--- src/sv/vertex_dedup_hash_indexer_macros.svh ---
`ifndef VERTEX_DEDUP_HASH_INDEXER_MACROS_SVH
`define VERTEX_DEDUP_HASH_INDEXER_MACROS_SVH

// same-cycle implication
`define VDHI_ASSERT_NOW(label, clk, rst, ante, cons, msg) \
  label: assert property (@(posedge clk) disable iff (rst) (ante) |-> (cons)) \
    else $error(msg);

// next-cycle implication
`define VDHI_ASSERT_NEXT(label, clk, rst, ante, cons, msg) \
  label: assert property (@(posedge clk) disable iff (rst) (ante) |=> (cons)) \
    else $error(msg);

`endif

--- src/sv/vdhi_pkg.sv ---
`default_nettype none
package vdhi_pkg;

  localparam logic [31:0] HASH_SEED  = 32'd5381;
  localparam int          HASH_SHIFT = 5;
  localparam int          WORDS      = 9;

  localparam logic [1:0] CFG_IGNORE_POSITION = 2'd0;
  localparam logic [1:0] CFG_IGNORE_TEXCOORD = 2'd1;
  localparam logic [1:0] CFG_IGNORE_NORMAL   = 2'd2;

  typedef struct packed {
    logic        first_of_mesh;
    logic [31:0] pos_x;
    logic [31:0] pos_y;
    logic [31:0] pos_z;
    logic [31:0] tex_u;
    logic [31:0] tex_v;
    logic [31:0] tex_w;
    logic [31:0] norm_x;
    logic [31:0] norm_y;
    logic [31:0] norm_z;
  } vertex_t;

  typedef struct packed {
    logic [11:0] vertex_index;
    logic        is_new;
    logic        store_full;
  } result_t;

  typedef enum logic [3:0] {
    ST_CLEAR, ST_IDLE, ST_HASH, ST_REM, ST_HEAD, ST_CHK, ST_CMP, ST_MISS, ST_DONE
  } state_t;

  typedef struct packed {
    logic clear_step;
    logic load_in;
    logic hash_step;
    logic rem_step;
    logic head_read;
    logic chk;
    logic drop_head;
    logic follow;
    logic set_hit;
    logic insert;
    logic out_load;
  } cmd_t;

  typedef struct packed {
    logic clear_last;
    logic hash_last;
    logic rem_last;
    logic head_zero;
    logic entry_valid;
    logic entry_match;
    logic link_zero;
    logic out_free;
  } status_t;

  function automatic logic [31:0] mix_word(input logic [31:0] h_in, input logic [31:0] w);
    logic [31:0] h;
    logic [7:0]  b;
    h = h_in;
    for (int i = 0; i < 4; i++) begin
      b = w[8*i +: 8];
      h = ((h << HASH_SHIFT) + h) ^ {{24{b[7]}}, b};
    end
    return h;
  endfunction

  function automatic logic float_eq(input logic [31:0] a, input logic [31:0] b);
    logic a_nan;
    logic b_nan;
    a_nan = (a[30:23] == 8'hFF) && (a[22:0] != 23'd0);
    b_nan = (b[30:23] == 8'hFF) && (b[22:0] != 23'd0);
    if (a_nan || b_nan) return 1'b0;
    if ((a[30:0] == 31'd0) && (b[30:0] == 31'd0)) return 1'b1;
    return a == b;
  endfunction

endpackage
`default_nettype wire

--- src/sv/vdhi_ctrl.sv ---
`default_nettype none
module vdhi_ctrl (
  input  wire logic              clk,
  input  wire logic              rst,
  input  wire logic              vertex_valid,
  input  wire vdhi_pkg::status_t st,
  output vdhi_pkg::cmd_t         cmd,
  output logic                   vertex_ready
);

  vdhi_pkg::state_t state;
  vdhi_pkg::state_t state_next;

  always_ff @(posedge clk) begin
    if (rst) begin
      state <= vdhi_pkg::ST_CLEAR;
    end else begin
      state <= state_next;
    end
  end

  always_comb begin
    state_next = state;
    case (state)
      vdhi_pkg::ST_CLEAR: if (st.clear_last) state_next = vdhi_pkg::ST_IDLE;
      vdhi_pkg::ST_IDLE:  if (vertex_valid) state_next = vdhi_pkg::ST_HASH;
      vdhi_pkg::ST_HASH:  if (st.hash_last) state_next = vdhi_pkg::ST_REM;
      vdhi_pkg::ST_REM:   if (st.rem_last) state_next = vdhi_pkg::ST_HEAD;
      vdhi_pkg::ST_HEAD:  state_next = vdhi_pkg::ST_CHK;
      vdhi_pkg::ST_CHK:   state_next = st.head_zero ? vdhi_pkg::ST_MISS : vdhi_pkg::ST_CMP;
      vdhi_pkg::ST_CMP: begin
        if (!st.entry_valid) state_next = vdhi_pkg::ST_MISS;
        else if (st.entry_match) state_next = vdhi_pkg::ST_DONE;
        else if (st.link_zero) state_next = vdhi_pkg::ST_MISS;
      end
      vdhi_pkg::ST_MISS:  state_next = vdhi_pkg::ST_DONE;
      vdhi_pkg::ST_DONE:  if (st.out_free) state_next = vdhi_pkg::ST_IDLE;
      default:            state_next = vdhi_pkg::ST_CLEAR;
    endcase
  end

  always_comb begin
    cmd = '0;
    vertex_ready = 1'b0;
    case (state)
      vdhi_pkg::ST_CLEAR: cmd.clear_step = 1'b1;
      vdhi_pkg::ST_IDLE: begin
        vertex_ready = 1'b1;
        cmd.load_in = vertex_valid;
      end
      vdhi_pkg::ST_HASH: cmd.hash_step = 1'b1;
      vdhi_pkg::ST_REM:  cmd.rem_step = 1'b1;
      vdhi_pkg::ST_HEAD: cmd.head_read = 1'b1;
      vdhi_pkg::ST_CHK:  cmd.chk = 1'b1;
      vdhi_pkg::ST_CMP: begin
        if (!st.entry_valid) cmd.drop_head = 1'b1;
        else if (st.entry_match) cmd.set_hit = 1'b1;
        else if (!st.link_zero) cmd.follow = 1'b1;
      end
      vdhi_pkg::ST_MISS: cmd.insert = 1'b1;
      vdhi_pkg::ST_DONE: cmd.out_load = st.out_free;
      default: ;
    endcase
  end

endmodule
`default_nettype wire

--- config.mk ---
export PLATFORM = sky130hd
export DESIGN_NAME = vdhi_ctrl
export DESIGN_NICKNAME = d
export VERILOG_FILES = /design/src/sv/vertex_dedup_hash_indexer_macros.svh /design/src/sv/vdhi_pkg.sv /design/src/sv/vdhi_ctrl.sv
export SDC_FILE = /design/constraint.sdc
export NUM_CORES = 1
export LEC_CHECK = 0
export ABC_AREA = 1
export CAP_MARGIN = 10
export CORE_AREA = 3 3 40 42
export DETAILED_ROUTE_END_ITERATION = 10
export DIE_AREA = 0 0 43 45
export DONT_BUFFER_PORTS = 1
export GPL_TIMING_DRIVEN = 0
export SETUP_SLACK_MARGIN = 0.1
export SYNTH_ARGS = -nofsm -noshare
export SYNTH_HDL_FRONTEND = slang
export SYNTH_SLANG_ARGS = --single-unit
--- constraint.sdc ---
create_clock -name clk -period 2.15 [get_ports clk]
set_input_delay 0.215 -clock clk [delete_from_list [all_inputs] [get_ports clk]]
set_output_delay 0.215 -clock clk [all_outputs]
set_load 0.03 [all_outputs]
* Yosys cells after proc, flatten, opt, wreduce, memory -nomap -nowiden
Cells that the tools add are included.
Storage, ports and cells: bits in latches 0, bits in read-only memories 0, memories 0, RAM bits 0, word-level logic and storage cells 42, input port bits 11, register bits 4
Operators by class: equal/unequal tests 14, divide/modulo/power cells 0, $mul 0, shifts and indexed selects 0, multiplexer cells 25, $lt $le $gt $ge 0, reductions and logical operators 2, bitwise operators 0, add/sub/neg operators 0
Operator list (count):
- $pmux W4 S9 | 1
- $mux W4 | 8
- $eq A4 B3 Y1 const B | 4
- $mux W1 | 14
- $ne A2 B2 Y1 const B | 5
- $eq A4 B2 Y1 const B | 2
- $reduce_and A6 Y1 | 1
- $eq A4 B1 Y1 const B | 1
- $eq A4 B4 Y1 const B | 1
- $logic_not A4 Y1 | 1
- $ne A4 B4 Y1 const B | 1
- $mux W3 | 1
- $mux W2 | 1

* Longest topological paths before layout
depth after elaboration 4, depth in mapped cells 9

* Worst setup path before layout
Ideal clock, no wire load.
kind register to register, from register state[1], to register state[3], slack 0.632 ns, period minus slack after synthesis 1.518 ns, data required time 2.090 ns, library setup time 0.060 ns, data arrival time 1.458 ns, cell stages (with the launch flop) 5, path through dfxtp_1 > inv_1 > nor3_1 > o31ai_1 > inv_1
Between the ends: word-level cells in the longest chain between the ends 3
RTL lines:
- start, declared | line vdhi_ctrl.sv:11 | vdhi_pkg::state_t state;
- start signal, assigned | line vdhi_ctrl.sv:16 | state <= vdhi_pkg::ST_CLEAR;
- start signal, assigned | line vdhi_ctrl.sv:18 | state <= state_next;
- $eq A4 B3 Y1, or another cell as far along | line vdhi_ctrl.sv:24 | case (state)
- $ne A4 B4 Y1 (no source line) / $ne A2 B2 Y1 (equally long branches)
- $reduce_and A6 Y1 (no source line)
Parallel ways exist; a longest one is shown, timed or not. A chain may end at the register's enable or synchronous reset.

==> flow_metrics.py <==
metrics = {
    "detailed_routing": {
        "detail-route-antenna-nets": 0,
        "drc_errors": 0,
        "vias_per_cell": 4.85,
        "drtIter0Drc": 8,
        "drtPass1Iterations": 4,
        "routed_wl_um": 1000,
        "vias": 456,
        "wl_per_cell_um": 10.7,
    },
    "synth": {
        "synth.avg_cell_area_um2": 5.53,
        "synth_area_leaders": "dfxtp_1, inv_1, nand2_1",
        "synth-main-ff-cell": "dfxtp_1",
        "synth.most_common_cell": "inv_1",
        "yosysSeqAreaShare_pct": 19.0,
        "synth_top_area_share_pct": 19.0,
        "syn_nets": 87,
        "async_flop_share_pct": 0,
        "yosys.area.top_type": "dfxtp_1",
        "netlist_top_cells_count": "inv_1, nand2_1, nor2_1",
        "syn_inst": 76,
        "syn_area_um2": 420,
        "ys_ff_latch": 4,
        "synth_edf_count": 0,
        "synth_cell_types": 16,
        "synth_warnings": 0,
    },
    "worst_setup_path": {
        "r2r-start": "state[1]",
        "path_class": "flop to output pin",
        "cp-start-kind": "flop",
        "critPathRequiredTime_ns": 1.93,
        "critPathLaunch": "state[0]",
        "crit_fanout": 6,
        "arrival_ns": 1.68,
        "path_cells": "nor2_1 -> nand2_1 -> nor3_1",
        "end_kind": "output pin",
        "cpMaxStageDelayCell": "nor3_1",
        "slowest_delay_ns": 0.70,
    },
    "floorplan": {
        "boundaryPins": 23,
        "core_um2": 1280,
        "die_h_um": 45,
        "start_util_pct": 32.7,
        "fp.dieW_um": 43,
        "die_area_um2": 1940,
        "num_rows": 13,
    },
    "sta": {
        "rsz0062_at_grt": "no",
        "worstMarginPinSlew_ns": 1.07,
        "fin_skew_ns": 0.00332,
        "final_hold_viol_count": 0,
        "slew_headroom_pct": 28.3,
        "finalCritPeriodShare_pct": 88.3,
        "fmax_mhz": 527,
        "fin_tns_setup_ns": 0,
        "drv_slew": 0,
        "fin_crit_ns": 1.90,
        "setup_violations": 0,
    },
    "finish": {
        "syn2layout_area_growth_pct": 9.82,
        "top_regs": "state x4",
        "multiInputGateArea_um2": 273,
        "diodes": 0,
        "largest_register": "state",
        "fillers": 154,
        "num-nets-final": 92,
        "seq_area_um2": 80.1,
        "drive_above_1_share_pct": 19.0,
        "largest_reg_flops": 4,
        "fin_cells": 94,
    },
    "clock_tree": {
        "cts.sinks": 4,
        "clk_pin_slew_ns": 0.04,
        "cts_buffers": 3,
        "cts.htree.levels": 1,
        "clock_path_buffers": 2,
        "ctsHoldBuffers": 0,
        "clk_latency_ns": 0.23,
        "post_cts_resize_count": 0,
        "cts_tree": "done",
        "clockRootBuffer": "clkbuf_4",
        "post-cts-setup-buffer-count": 0,
    },
    "power_and_ir_drop": {
        "clock_power_share_pct": 14.6,
        "p_switching_w": 0.000356,
        "seqPwrFrac_pct": 21.3,
        "p_comb_share_pct": 64.1,
        "switching_share_pct": 56.6,
        "p_leak_nw": 0.288,
        "irDropWorstVdd_v": 0.000528,
        "finalPower_w": 0.000628,
        "intPower_w": 0.000272,
        "powerDensity_nw_per_um2": 1360,
    },
    "grt": {
        "grt_first_pass_wirelength_um": 1640,
        "antenna_found_initial": 0,
        "grt_max_degree": 8,
        "overflow": 0,
        "gr-usage-all-layers_pct": 11.2,
        "grt_pass1_vias": 403,
    },
    "outcome": {
        "outcome": "finished clean",
    },
    "place": {
        "dp_cells": 91,
        "dp_hpwl_um": 878,
        "gp_congestion": 0.753,
        "port_buffers": 0,
    },
    "job": {
        "cap_violations": 0,
    },
    "worst_hold_path": {
        "min-delay-start": "rst",
        "hold_class": "input port to flop",
    },
}
-- layout by cell type (no fill, tap or decap) --
cell	instances
nand2_1	14
o31ai_1	1
nor2_1	13
inv_2	3
nor2_4	2
nand3b_1	2
a21oi_1	3
inv_1	15
nand2_2	4
o21ai_2	1
nor3b_1	1
nand4_1	2
nor3_1	2
clkbuf_4	3
nor2_2	2
nand3_1	7
dfxtp_1	4
-- per-stage QoR --
step	setup slack (ns)	hold WS (ns)	utilization [%]	area, um^2
6_report	0.251	0.187	35.9	462
5_1_grt	0.152	0.185	35.9	462
4_1_cts	0.227	0.177	35.9	462
3_5_place_dp	0.445	0.428	34.2	439
3_3_place_gp	0.446	0.431	34.2	439
2_1_floorplan	0.632	0.395	-	420
-- layer usage --
layer / routed length, um / up-vias / global-route usage [%] / part of all wire (%)
met4: 0 / 0 / 1.81 / 0
met5: 0 / - / 0 / 0
met2: 508 / 14 / 18.0 / 51
met3: 72 / 0 / 5.58 / 7.2
li1: - / 240 / - / -
met1: 423 / 202 / 13.9 / 42
-- worst max-delay path: cells and delay by family, from the launching register on --
kind / cells / cell delay (ns)
DFF: 1 / 0.36
and+or+nand+nor: 3 / 1.08
-- final timing paths --
| check | to | slack, ns | cells past startpoint |
|---|---|---|---|
| max | cmd[0] | 0.25 | 3 |
| min | state[3] | 0.19 | 3 |
| max reg2reg | state[3] | 0.44 | 4 |
| min reg2reg | state[2] | 0.57 | 2 |
-- final cells by class --
cell class | instances | share of cell area [%]
multi-input combinational | 54 | 59.1
sequential | 4 | 17.3
clock buffer | 3 | 4.88
inverter | 18 | 14.6
tap | 15 | 4.07
-- kinds of logic (layout without fill, tap and decap cells) --
family	Yosys count	after routing	synth area share (%)
compound gates	5	5	7.44
buf+inv	18	21	16.1
simple gates	49	49	57.4
flops	4	4	19.0
-- power by group through the flow --
stage               Clock [W]  Sequential [W]  Combinational (W)
finish              0.0000918        0.000134           0.000402
global route         0.000105        0.000140           0.000451
floorplan                   0        0.000127           0.000357
detailed placement          0        0.000135           0.000406
CTS                 0.0000967        0.000134           0.000407
global placement            0        0.000133           0.000406
(Power assumes the default switching activity.)
